**src/rtl/core/pbauc_pkg.sv**
```systemverilog
package pbauc_pkg;

  localparam int unsigned TIME_W      = 24;
  localparam int unsigned CONC_W      = 24;
  localparam int unsigned SUM_W       = CONC_W + 1;
  localparam int unsigned PROD_W      = TIME_W + SUM_W;
  localparam int unsigned AREA_W      = 56;
  localparam int unsigned NUM_CUTOFFS = 6;
  localparam int unsigned SLOT_W      = 3;
  localparam int unsigned MAX_SAMPLES = 1024;
  localparam int unsigned CNT_W       = 10;
  localparam int unsigned CFG_IDX_W   = 3;
  localparam int unsigned CFG_DATA_W  = 24;
  localparam int unsigned MUL_STEPS   = TIME_W;
  localparam int unsigned STEP_W      = $clog2(MUL_STEPS + 1);

  localparam logic [CFG_IDX_W-1:0] REG_INJ_IDX   = 3'd0;
  localparam logic [CFG_IDX_W-1:0] REG_CUT_COUNT = 3'd1;
  localparam logic [CFG_IDX_W-1:0] REG_CUT_TIME0 = 3'd2;

  localparam logic [TIME_W-1:0] CUT0_RESET = 24'd60;

  typedef enum logic [3:0] {
    ST_IDLE,
    ST_PREP,
    ST_CHECK,
    ST_CROSS_MUL,
    ST_CROSS_EMIT,
    ST_DT_MUL,
    ST_UPDATE,
    ST_FIN,
    ST_FILL,
    ST_STATUS
  } auc_state_e;

  typedef struct packed {
    logic                     start;
    logic signed [SUM_W-1:0]  mcand;
    logic [TIME_W-1:0]        mplier;
  } mul_req_t;

  typedef struct packed {
    logic                     busy;
    logic signed [PROD_W-1:0] product;
  } mul_rsp_t;

endpackage

```
**src/rtl/core/pbauc_ser_mul.sv**
```systemverilog
module pbauc_ser_mul
  import pbauc_pkg::*;
(
  input  logic     clk_i,
  input  logic     rst_ni,
  input  mul_req_t req_i,
  output mul_rsp_t rsp_o
);

  logic signed [SUM_W-1:0] mcand_q, mcand_d;
  logic signed [SUM_W:0]   hi_q, hi_d;
  logic [TIME_W-1:0]       lo_q, lo_d;
  logic [STEP_W-1:0]       cnt_q, cnt_d;
  logic                    busy_q, busy_d;
  logic signed [SUM_W:0]   hi_add;

  // one multiplier bit per cycle, lsb first, arithmetic shift right
  always_comb begin
    hi_add  = lo_q[0] ? hi_q + (SUM_W+1)'(mcand_q) : hi_q;
    mcand_d = mcand_q;
    hi_d    = hi_q;
    lo_d    = lo_q;
    cnt_d   = cnt_q;
    busy_d  = busy_q;
    if (req_i.start) begin
      mcand_d = req_i.mcand;
      hi_d    = '0;
      lo_d    = req_i.mplier;
      cnt_d   = STEP_W'(MUL_STEPS);
      busy_d  = 1'b1;
    end else if (busy_q) begin
      hi_d   = {hi_add[SUM_W], hi_add[SUM_W:1]};
      lo_d   = {hi_add[0], lo_q[TIME_W-1:1]};
      cnt_d  = cnt_q - STEP_W'(1);
      busy_d = (cnt_q != STEP_W'(1));
    end
  end

  always_ff @(posedge clk_i or negedge rst_ni) begin
    if (!rst_ni) begin
      busy_q <= 1'b0;
      cnt_q  <= '0;
    end else begin
      busy_q <= busy_d;
      cnt_q  <= cnt_d;
    end
  end

  always_ff @(posedge clk_i) begin
    mcand_q <= mcand_d;
    hi_q    <= hi_d;
    lo_q    <= lo_d;
  end

  assign rsp_o.busy    = busy_q;
  assign rsp_o.product = {hi_q[SUM_W-1:0], lo_q};

endmodule

```
**src/rtl/core/post_bolus_area_under_curve.sv**
```systemverilog
// a pre-injection sample passes PREP and FIN; an integrated sample adds CHECK,
//   DT_MUL and UPDATE, plus CROSS_MUL/CROSS_EMIT per cutoff crossed; a final sample
//   then emits a result per unreached cutoff, then the status; output stalls hold it
// one sample in flight at a time; each product goes through the bit-serial
//   multiplier at one bit per cycle
// reset: registers to their defaults, series state cleared, nothing pending
module post_bolus_area_under_curve
  import pbauc_pkg::*;
(
  input  logic                       clk_i,
  input  logic                       rst_ni,
  input  logic                       cfg_we_i,
  input  logic [CFG_IDX_W-1:0]       cfg_index_i,
  input  logic [CFG_DATA_W-1:0]      cfg_wdata_i,
  input  logic                       in_valid_i,
  output logic                       in_stall_o,
  input  logic [TIME_W-1:0]          sample_time_i,
  input  logic signed [CONC_W-1:0]   concentration_i,
  input  logic                       end_of_series_i,
  output logic                       out_valid_o,
  input  logic                       out_stall_i,
  output logic                       result_kind_o,
  output logic [SLOT_W-1:0]          cutoff_slot_o,
  output logic signed [AREA_W-1:0]   area_value_o,
  output logic                       reached_o,
  output logic                       enhancing_o,
  output logic                       last_of_run_o
);

  localparam logic [CNT_W-1:0] CNT_MAX = CNT_W'(MAX_SAMPLES - 1);
  localparam logic signed [AREA_W-1:0] AREA_MAX = {1'b0, {(AREA_W-1){1'b1}}};
  localparam logic signed [AREA_W-1:0] AREA_MIN = {1'b1, {(AREA_W-1){1'b0}}};

  // configuration
  logic [CNT_W-1:0]  inj_idx_q;
  logic [SLOT_W-1:0] cut_count_q;
  logic [TIME_W-1:0] cut_q [NUM_CUTOFFS];

  // series state
  auc_state_e               state_q, state_d;
  logic [TIME_W-1:0]        prev_time_q, bolus_time_q;
  logic signed [CONC_W-1:0] prev_conc_q;
  logic signed [AREA_W-1:0] run_area_q;
  logic [SLOT_W-1:0]        next_q;
  logic [CNT_W-1:0]         sample_cnt_q;
  logic                     all_pos_q, integ_q;

  // per-sample working registers
  logic [TIME_W-1:0]        t_q, dt_q, el_q, pel_q;
  logic signed [CONC_W-1:0] c_q;
  logic                     eos_q, follow_q;
  logic signed [SUM_W-1:0]  sum_q;

  logic                     out_valid_q;
  logic                     kind_q, reached_q, enh_q, last_q;
  logic [SLOT_W-1:0]        slot_q;
  logic signed [AREA_W-1:0] area_q;

  logic [SLOT_W-1:0]        count, next_inc, rd_idx;
  logic [TIME_W-1:0]        cut_rd, w;
  logic                     cut_cross, out_free, emit_req, more_fill;
  logic signed [AREA_W:0]   area_sum;
  logic signed [AREA_W-1:0] area_sat;
  mul_req_t                 mul_req;
  mul_rsp_t                 mul_rsp;

  pbauc_ser_mul u_mul (
    .clk_i  (clk_i),
    .rst_ni (rst_ni),
    .req_i  (mul_req),
    .rsp_o  (mul_rsp)
  );

  always_comb begin
    if (cut_count_q == '0) begin
      count = SLOT_W'(1);
    end else if (cut_count_q > SLOT_W'(NUM_CUTOFFS)) begin
      count = SLOT_W'(NUM_CUTOFFS);
    end else begin
      count = cut_count_q;
    end
  end

  // single cutoff read port: current slot when checking, the following one otherwise
  assign next_inc = next_q + SLOT_W'(1);
  assign rd_idx   = (state_q == ST_CHECK) ? next_q : next_inc;
  assign cut_rd   = (rd_idx < SLOT_W'(NUM_CUTOFFS)) ? cut_q[rd_idx] : '0;

  assign cut_cross = (next_q < count) && (el_q > cut_rd);
  assign w         = (cut_rd > pel_q) ? cut_rd - pel_q : '0;
  assign more_fill = next_q < count;
  assign out_free  = !out_valid_q || !out_stall_i;

  // running area plus half product, floor rounding, saturated
  assign area_sum = (AREA_W+1)'(run_area_q) + (AREA_W+1)'(mul_rsp.product >>> 1);
  always_comb begin
    if (area_sum > (AREA_W+1)'(AREA_MAX)) begin
      area_sat = AREA_MAX;
    end else if (area_sum < (AREA_W+1)'(AREA_MIN)) begin
      area_sat = AREA_MIN;
    end else begin
      area_sat = area_sum[AREA_W-1:0];
    end
  end

  always_comb begin
    state_d = state_q;
    unique case (state_q)
      ST_IDLE:       if (in_valid_i) state_d = ST_PREP;
      ST_PREP:       state_d = integ_q ? ST_CHECK : ST_FIN;
      ST_CHECK:      state_d = cut_cross ? ST_CROSS_MUL : ST_DT_MUL;
      ST_CROSS_MUL:  if (!mul_rsp.busy) state_d = ST_CROSS_EMIT;
      ST_CROSS_EMIT: if (out_free) state_d = ST_CHECK;
      ST_DT_MUL:     if (!mul_rsp.busy) state_d = ST_UPDATE;
      ST_UPDATE:     state_d = ST_FIN;
      ST_FIN:        state_d = eos_q ? ST_FILL : ST_IDLE;
      ST_FILL:       if (!more_fill) state_d = ST_STATUS;
      ST_STATUS:     if (out_free) state_d = ST_IDLE;
      default:       state_d = ST_IDLE;
    endcase
  end

  always_comb begin
    in_stall_o     = (state_q != ST_IDLE);
    mul_req.start  = (state_q == ST_CHECK);
    mul_req.mcand  = sum_q;
    mul_req.mplier = cut_cross ? w : dt_q;
    emit_req       = (state_q == ST_CROSS_EMIT) || (state_q == ST_STATUS) ||
                     ((state_q == ST_FILL) && more_fill);
  end

  always_ff @(posedge clk_i or negedge rst_ni) begin
    if (!rst_ni) begin
      inj_idx_q   <= '0;
      cut_count_q <= SLOT_W'(1);
      for (int i = 0; i < NUM_CUTOFFS; i++) begin
        cut_q[i] <= (i == 0) ? CUT0_RESET : '0;
      end
    end else if (cfg_we_i) begin
      if (cfg_index_i == REG_INJ_IDX) begin
        inj_idx_q <= cfg_wdata_i[CNT_W-1:0];
      end else if (cfg_index_i == REG_CUT_COUNT) begin
        cut_count_q <= cfg_wdata_i[SLOT_W-1:0];
      end else if ((cfg_index_i - REG_CUT_TIME0) < CFG_IDX_W'(NUM_CUTOFFS)) begin
        cut_q[cfg_index_i - REG_CUT_TIME0] <= cfg_wdata_i[TIME_W-1:0];
      end
    end
  end

  always_ff @(posedge clk_i or negedge rst_ni) begin
    if (!rst_ni) begin
      state_q      <= ST_IDLE;
      prev_time_q  <= '0;
      prev_conc_q  <= '0;
      bolus_time_q <= '0;
      run_area_q   <= '0;
      next_q       <= '0;
      sample_cnt_q <= '0;
      all_pos_q    <= 1'b1;
      integ_q      <= 1'b0;
      out_valid_q  <= 1'b0;
    end else begin
      state_q <= state_d;
      if (out_free) begin
        out_valid_q <= emit_req;
      end
      unique case (state_q)
        ST_PREP: begin
          if (!integ_q) begin
            if (sample_cnt_q == inj_idx_q) begin
              integ_q      <= 1'b1;
              bolus_time_q <= t_q;
              run_area_q   <= '0;
              next_q       <= '0;
            end else if (sample_cnt_q < CNT_MAX) begin
              sample_cnt_q <= sample_cnt_q + CNT_W'(1);
            end
          end
          prev_time_q <= t_q;
          prev_conc_q <= c_q;
        end
        ST_CROSS_EMIT: begin
          if (out_free) begin
            next_q <= next_inc;
            if (area_sat[AREA_W-1] || (area_sat == '0)) all_pos_q <= 1'b0;
          end
        end
        ST_UPDATE: run_area_q <= area_sat;
        ST_FILL: begin
          if (more_fill && out_free) begin
            next_q    <= next_inc;
            all_pos_q <= 1'b0;
          end
        end
        ST_STATUS: begin
          if (out_free) begin
            prev_time_q  <= '0;
            prev_conc_q  <= '0;
            bolus_time_q <= '0;
            run_area_q   <= '0;
            next_q       <= '0;
            sample_cnt_q <= '0;
            all_pos_q    <= 1'b1;
            integ_q      <= 1'b0;
          end
        end
        default: ;
      endcase
    end
  end

  always_ff @(posedge clk_i) begin
    if ((state_q == ST_IDLE) && in_valid_i) begin
      t_q   <= sample_time_i;
      c_q   <= concentration_i;
      eos_q <= end_of_series_i;
    end
    if (state_q == ST_PREP) begin
      sum_q <= SUM_W'(c_q) + SUM_W'(prev_conc_q);
      dt_q  <= (t_q >= prev_time_q) ? t_q - prev_time_q : '0;
      el_q  <= (t_q >= bolus_time_q) ? t_q - bolus_time_q : '0;
      pel_q <= (prev_time_q >= bolus_time_q) ? prev_time_q - bolus_time_q : '0;
    end
    // look ahead one slot while the product is being formed
    if (state_q == ST_CROSS_MUL) begin
      follow_q <= ({1'b0, next_q} + 4'd1 < {1'b0, count}) && (el_q > cut_rd);
    end
    if (emit_req && out_free) begin
      unique case (state_q)
        ST_CROSS_EMIT: begin
          kind_q    <= 1'b0;
          slot_q    <= next_q;
          area_q    <= area_sat;
          reached_q <= 1'b1;
          enh_q     <= 1'b0;
          last_q    <= !eos_q && !follow_q;
        end
        ST_FILL: begin
          kind_q    <= 1'b0;
          slot_q    <= next_q;
          area_q    <= '0;
          reached_q <= 1'b0;
          enh_q     <= 1'b0;
          last_q    <= 1'b0;
        end
        default: begin
          kind_q    <= 1'b1;
          slot_q    <= '0;
          area_q    <= '0;
          reached_q <= 1'b0;
          enh_q     <= all_pos_q;
          last_q    <= 1'b1;
        end
      endcase
    end
  end

  assign out_valid_o   = out_valid_q;
  assign result_kind_o = kind_q;
  assign cutoff_slot_o = slot_q;
  assign area_value_o  = area_q;
  assign reached_o     = reached_q;
  assign enhancing_o   = enh_q;
  assign last_of_run_o = last_q;

endmodule
```
**config.mk**
```make
export PLATFORM = sky130hd
export DESIGN_NAME = post_bolus_area_under_curve
export DESIGN_NICKNAME = d
export VERILOG_FILES = /design/src/rtl/core/pbauc_pkg.sv /design/src/rtl/core/pbauc_ser_mul.sv /design/src/rtl/core/post_bolus_area_under_curve.sv
export SDC_FILE = /design/constraint.sdc
export NUM_CORES = 1
export LEC_CHECK = 0
export BUFFER_PORTS_ARGS = -buffer_cell sky130_fd_sc_hd__buf_2
export CORE_ASPECT_RATIO = 1.5
export CORE_UTILIZATION = 30
export DETAILED_ROUTE_END_ITERATION = 10
export HOLD_SLACK_MARGIN = 0.1
export PLACE_DENSITY = 0.47
export REMOVE_ABC_BUFFERS = 1
export SYNTH_ARGS = -nofsm -noshare
export SYNTH_HDL_FRONTEND = slang
export SYNTH_SLANG_ARGS = --single-unit
```
**constraint.sdc**
```tcl
create_clock -name clk_i -period 7.3 [get_ports clk_i]
set_clock_uncertainty 0.15 [all_clocks]
set_input_delay 2.19 -clock clk_i [delete_from_list [all_inputs] [get_ports clk_i]]
set_output_delay 2.19 -clock clk_i [all_outputs]
set_load 0.02 [all_outputs]
```
; ---- Word-level counts from Yosys, hierarchy flattened
; Cells that the tools add are included.
[totals]
mem_count = 0
input_bits = 81
ff_bits = 595
output_inout_bits = 65
ram_bits = 0
rom_bits = 0
wordCells = 194
latch_bits = 0
[classes]
bitwise = 4
order_cmp = 16
n_mux = 64
shift = 0
eq_ne = 24
multipliers = 0
n_reduce_logical = 37
div = 0
n_addsub = 12
[ops]
columns = cell, n
row1 = $mux 56, 5
row2 = $mux 24, 11
row3 = $pmux 56 s3, 1
row4 = $bwmux 144, 1
row5 = $pmux 24 s2, 3
row6 = $sub 24x24->24, 4
row7 = $bmux 24 s3, 1
row8 = $demux 24 s3, 1
row9 = $ge 24x24->1, 3
row10 = $add 56x48->57, 1
row11 = $gt 57x56->1 const B, 1
row12 = $lt 57x56->1 const B, 1
row13 = $logic_not 56->1, 1
row14 = $gt 24x24->1, 2
row15 = $mux 10, 4
row16 = $pmux 4 s10, 1
row17 = $mux 3, 10
row18 = $mux 4, 7
row19 = $add 25x25->26, 1
row20 = $mux 26, 1
row21 = $add 24x24->25, 1
row22 = $ne 2x2->1 const B, 10
row23 = $pmux 10 s2, 1
row24 = $eq 4x3->1 const B, 4
row25 = 40 further kinds, 81

; ---- Longest topological paths before layout
[depth]
depth_word = 11
mapped_depth = 22
mapped_depth_nobuf = 21

; ---- Modules after synthesis
; A second synthesis with hierarchy kept.
[hier_totals]
hier_cells = 3344
hier_area_um2 = 35167.5
[by_module_without_submodules]
columns = module, seq_area_each_um2, instances, cells_per_inst, area_per_inst_um2
row1 = post_bolus_area_under_curve, 13945.9, 1, 2918, 30730.7
row2 = pbauc_ser_mul, 2122.0, 1, 426, 4436.8

; ---- Worst setup path before layout
; OpenSTA, ideal clock, no wires.
[synth_timing]
kind = input -> register
from = input out_stall_i
to = register all_pos_q
required_time_ps = 7067
path_stages = 5
setup_ps = 83
n_path_buf = 0
path_slack_ps = 1396
arrival_ps = 5671
path_cell_list = and2_1 nor2_1 o21ai_0 a21oi_1 nor2_1
[synth_via]
elab_chain_len = 5
word_cells_on_any_way = 7
classes_between = eq/ne: 3 / reduce/logical: 4
[synth_rtl]
columns = element, line_no
row1 = from (decl), post_bolus_area_under_curve.sv:21  ; input logic out_stall_i,
row2 = $logic_not 1->1 (*), post_bolus_area_under_curve.sv:92  ; assign out_free = !out_valid_q || !out_stall_i;
row3 = $logic_or 1x1->1 (*), post_bolus_area_under_curve.sv:92
row4 = $logic_and 1x1->1, post_bolus_area_under_curve.sv:190  ; if (more_fill && out_free) begin
row5 = $ne 2x1->1 (no line), -
row6 = $reduce_and 5->1 (no line) (*), -
row7 = to (signal assigned), post_bolus_area_under_curve.sv:185  ; if (area_sat[AREA_W-1] || (area_sat == '0)) all_pos_q <= 1'b0;
row8 = to (signal assigned), post_bolus_area_under_curve.sv:192  ; all_pos_q <= 1'b0;
row9 = to (signal assigned), post_bolus_area_under_curve.sv:203  ; all_pos_q <= 1'b1;
row10 = to (decl), post_bolus_area_under_curve.sv:46  ; logic all_pos_q, integ_q;
; Mark *: on every way between the ends. The rest lies on a longest branch, timed or not.
; A chain may end at the register's enable or synchronous reset.

; ---- Final worst setup path
[layout_timing]
from = register state_q[2]
to = register u_mul.lo_q[3] (data pin)
[layout_via]
elab_chain_len = 11
word_cells_on_any_way = 15
classes_between = add/sub: 1 / order compare: 3 / eq/ne: 1 / mux: 8 / bitwise: 1 / reduce/logical: 1
[layout_rtl]
columns = element, line_no
row1 = from (decl), post_bolus_area_under_curve.sv:40  ; auc_state_e state_q, state_d;
row2 = from (signal assigned), post_bolus_area_under_curve.sv:163  ; state_q <= state_d;
row3 = $eq 4x2->1 (*), "post_bolus_area_under_curve.sv:86, post_bolus_area_under_curve.sv:125"
row4 = $mux 3, post_bolus_area_under_curve.sv:86  ; assign rd_idx = (state_q == ST_CHECK) ? next_q : next_inc;
row5 = $not 3->4 (not written as such), post_bolus_area_under_curve.sv:87  ; assign cut_rd = (rd_idx < SLOT_W'(NUM_CUTOFFS)) ? cut_q[rd_idx] : '0;
row6 = $bmux 24 s3, post_bolus_area_under_curve.sv:87
row7 = $mux 24 (not written as such) (2 in a row), post_bolus_area_under_curve.sv:87
row8 = $mux 24, post_bolus_area_under_curve.sv:87
row9 = "$sub 24x24->24, or another cell as far along", post_bolus_area_under_curve.sv:90  ; assign w = (cut_rd > pel_q) ? cut_rd - pel_q : '0;
row10 = $mux 24 or $logic_and 1x1->1 (tied branches), "post_bolus_area_under_curve.sv:90, post_bolus_area_under_curve.sv:89"
row11 = $mux 24, post_bolus_area_under_curve.sv:127  ; mul_req.mplier = cut_cross ? w : dt_q;
row12 = $mux 24 (*), pbauc_ser_mul.sv:25  ; if (req_i.start) begin
row13 = net u_mul.lo_d[3], pbauc_ser_mul.sv:12  ; logic [TIME_W-1:0] lo_q, lo_d;
row14 = to (signal assigned), pbauc_ser_mul.sv:52  ; lo_q <= lo_d;
row15 = to (decl), pbauc_ser_mul.sv:12
; The timed path passes the listed nets; every way through them passes the cells marked *. The select of a mux whose other input is x is not followed.

==> impl_metrics.ini <==
[clocking]
clk_latency_ns = 0.65
cts_resized = 0
cts_tree = done
cts_inserted_buffers = 68
hold_buffers = 0
cts_max_level = 3
root_buffer = clkbuf_16
cts_setup_buffers = 0
clkTransAtPathRegs_ns = 0.06
numClockSinks = 595
cts_buffer_depth = 3

[sta]
maxSlewViolCount = 0
fmax_mhz = 156
slew_headroom_pct = 20.4
rsz0062_at_grt = false
hold_violations = 0
worst_pin_slew_ns = 1.19
setup_viol = 0
fin_crit_ns = 6.40
min_period_over_period_pct = 87.7

[placement]
dp.cells = 4963
io_buffer_count = 145
dp_hpwl_mm = 79.2
gp_congestion = 0.897

[synth]
avgSynthCellArea_um2 = 10.4
async_flop_share_pct = 52.3
yosys.area_share.simple_pct = 12.8
yosysUniqueCellTypes = 106
synth_compound_area_share_pct = 15.6
muxShareOfSynthArea_pct = 8.08
yosys_warnings = 0
synth_fa_ha_area_share_pct = 10.0
ys_seq_elements = 595
ys_seq_area_share_pct = 45.8
synth_cells = 3369
synth_top_family_by_area = compound AO/OA/AOI/OAI gates
syn_area_um2 = 35100
synth-edff-count = 259
synthXorXnorAreaFrac_pct = 4.24
synth_ff_type = dfrtp_1

[floorplan]
start_util_pct = 30.3
die_w_um = 281
rows = 153
core_area_um2 = 116000
num_io_pins = 146
die_h_um = 421
die_area_um2 = 118000

[worst_setup_path]
cp_slowest_cell = nand3_1
cp_max_fo = 43
critPathMostFrequentCell = buf_4
startpoint_type = flop
max_stage_delay_ns = 0.67
end_kind = flop
critPathKind = reg2reg
crit_arrival_ns = 6.64
path_buf_inv = 4
required_ns = 7.54
cp_top_family = compound AO/OA/AOI/OAI gates
cp_cell_sequence = nor2_1 -> nand2_1 -> buf_4 -> nand2_1 -> xor2_2 -> buf_4 -> nand2b_1 -> buf_4 -> o21a_1 -> ha_1 -> inv_1 -> fa_1 -> a21o_1 -> a21oi_1 -> o21bai_1 -> a21oi_1 -> a2111oi_0 -> o21ai_0 -> nand2b_1 -> a221o_1 -> nand3_1 -> or3b_2 -> o211ai_1

[detailed_routing]
ant_nets = 0
drc = 0
routedWlPerCell_um = 20.6
drt-total-wl_mm = 105
first_pass_iters = 5
num_vias = 26100
drt-initial-drc-count = 1484
viasPerCell = 5.12

[finish]
nFillCells = 12000
regArea_um2 = 16100
areaGrowthSynthToFinish_pct = 13.8
nets = 3804
drive_above_1_share_pct = 16.4
layout.cells.non_filler = 5090
multiInputGateArea_um2 = 17900
final_util_pct = 34.4

[global_route]
grt_pass1_wl_mm = 161
first_global_vias = 26400
grt_overflow_total = 0
grt_max_degree = 111
grt.total_usage_pct = 17.8
antenna_found_initial = 7

[status]
status = completed

[hold_path]
hold_class = reg2reg

[run]
cap_violations = 0
cell families (layout without fill, tap and decap cells):
group / Yosys count / after routing
AO/OA/AOI/OAI: 851 / 851
AND/OR/NAND/NOR: 933 / 933
adder cells (fa/ha/maj): 281 / 281
buffers and inverters: 307 / 477
multiplexers: 234 / 234
flip-flops: 595 / 595
other: 0 / 1
XOR/XNOR: 168 / 168
worst paths after layout:
kind	from	end	slack, ns	cells after the start
hold / removal	sum_q[22]	u_mul.mcand_q[22]	0.26	0
setup reg to reg	state_q[2]	u_mul.lo_q[3]	0.90	23
min in group asynchronous	rst_ni	prev_conc_q[20]	1.44	1
hold reg to reg	sum_q[22]	u_mul.mcand_q[22]	0.26	0
setup / recovery	state_q[2]	u_mul.lo_q[3]	0.90	23
max in group asynchronous	rst_ni	prev_time_q[21]	4.29	2
registers in the layout (all words and copies together), names as in the netlist, 24 cells and up:
signal         count
cut_q            144
run_area_q        56
t_q               24
u_mul.mcand_q     25
dt_q              24
prev_conc_q       24
c_q               24
pel_q             24
u_mul.hi_q        25
bolus_time_q      24
prev_time_q       24
sum_q             25
area_value_o      56
u_mul.lo_q        24
el_q              24
worst register-to-register path, delay by kind of cell, from the launching register on:
family	cells	cell delay [ns]
flops	1	0.65
xor+xnor	1	0.15
simple gates	7	1.73
compound gates	9	1.81
fa+ha+maj	2	0.56
buf+inv	4	1.09
final cells by class:
| class | count | area share, % |
|---|---|---|
| Antenna cell | 1 | 0.00626 |
| Clock buffer | 90 | 4.75 |
| Clock inverter | 36 | 1.22 |
| Inverter | 172 | 1.63 |
| Multi-Input combinational cell | 2467 | 44.8 |
| Sequential cell | 595 | 40.2 |
| Tap cell | 1550 | 4.85 |
| Timing Repair Buffer | 179 | 2.57 |
per-layer routing:
layer | track usage, % | wire [µm]
met3 | 1.81 | 3210
met2 | 32.7 | 55800
met5 | 0 | 11
met1 | 21.2 | 43000
met4 | 6.19 | 3010
cells in the mapped netlist, drive strengths merged, types with 9 or more instances:
cell,count,area share (%)
o22ai,9,0.16
edfxtp,259,22
o221ai,18,0.45
and2,14,0.25
dfrtp,305,22
ha,233,8.3
xnor2,104,2.6
nor3b,10,0.21
a2111oi,9,0.23
o21ai,259,3.7
nor2,264,2.8
nand4,59,1.1
nor3,56,0.83
nor4,11,0.20
nand3,121,1.7
clkbuf,99,1.1
o21bai,21,0.45
and3,20,0.36
nand2b,27,0.48
mux4,24,1.5
xor2,64,1.6
buf,35,0.58
a21o,81,1.7
mux2i,53,1.5
nor2b,38,0.70
a211o,11,0.27
or2,18,0.32
nand2,236,2.5
a211oi,32,0.68
o21a,63,1.4
maj3,41,1.3
inv,172,1.8
a21oi,197,2.9
a31oi,25,0.51
o31ai,10,0.21
mux2,157,5.0
or3,19,0.34
o211ai,14,0.30
dfxtp,25,1.4
a22o,23,0.57
metrics by stage:
step | cell area, µm² | hold WS [ns] | TNS [ns] | setup WS, ns
after floorplan | 34500 | 0.250 | -68.00 | -2.73
after global placement | 37600 | 0.252 | 0 | 0.989
after detailed placement | 37600 | 0.255 | 0 | 0.897
after CTS | 40000 | 0.253 | 0 | 0.885
after global routing | 40000 | 0.269 | 0 | 0.405
final | 40000 | 0.259 | 0 | 0.900
cell usage in the layout, fill, tap and decap left out, types with 55 or more instances in the layout:
| cell type | instances |
|---|---|
| xnor2_1 | 102 |
| dfrtp_1 | 305 |
| mux2_2 | 157 |
| nor2_1 | 260 |
| inv_1 | 170 |
| nand4_1 | 59 |
| nand2_1 | 234 |
| xor2_1 | 63 |
| nor3_1 | 55 |
| o21ai_1 | 63 |
| edfxtp_1 | 259 |
| ha_1 | 233 |
| a21oi_1 | 192 |
| clkbuf_16 | 70 |
| buf_2 | 144 |
| nand3_1 | 120 |
| o21ai_0 | 192 |
| o21a_1 | 62 |
| a21o_1 | 78 |
Power is not shown: default switching activity piles up to over one toggle a cycle in this logic, so the estimate is an artifact.
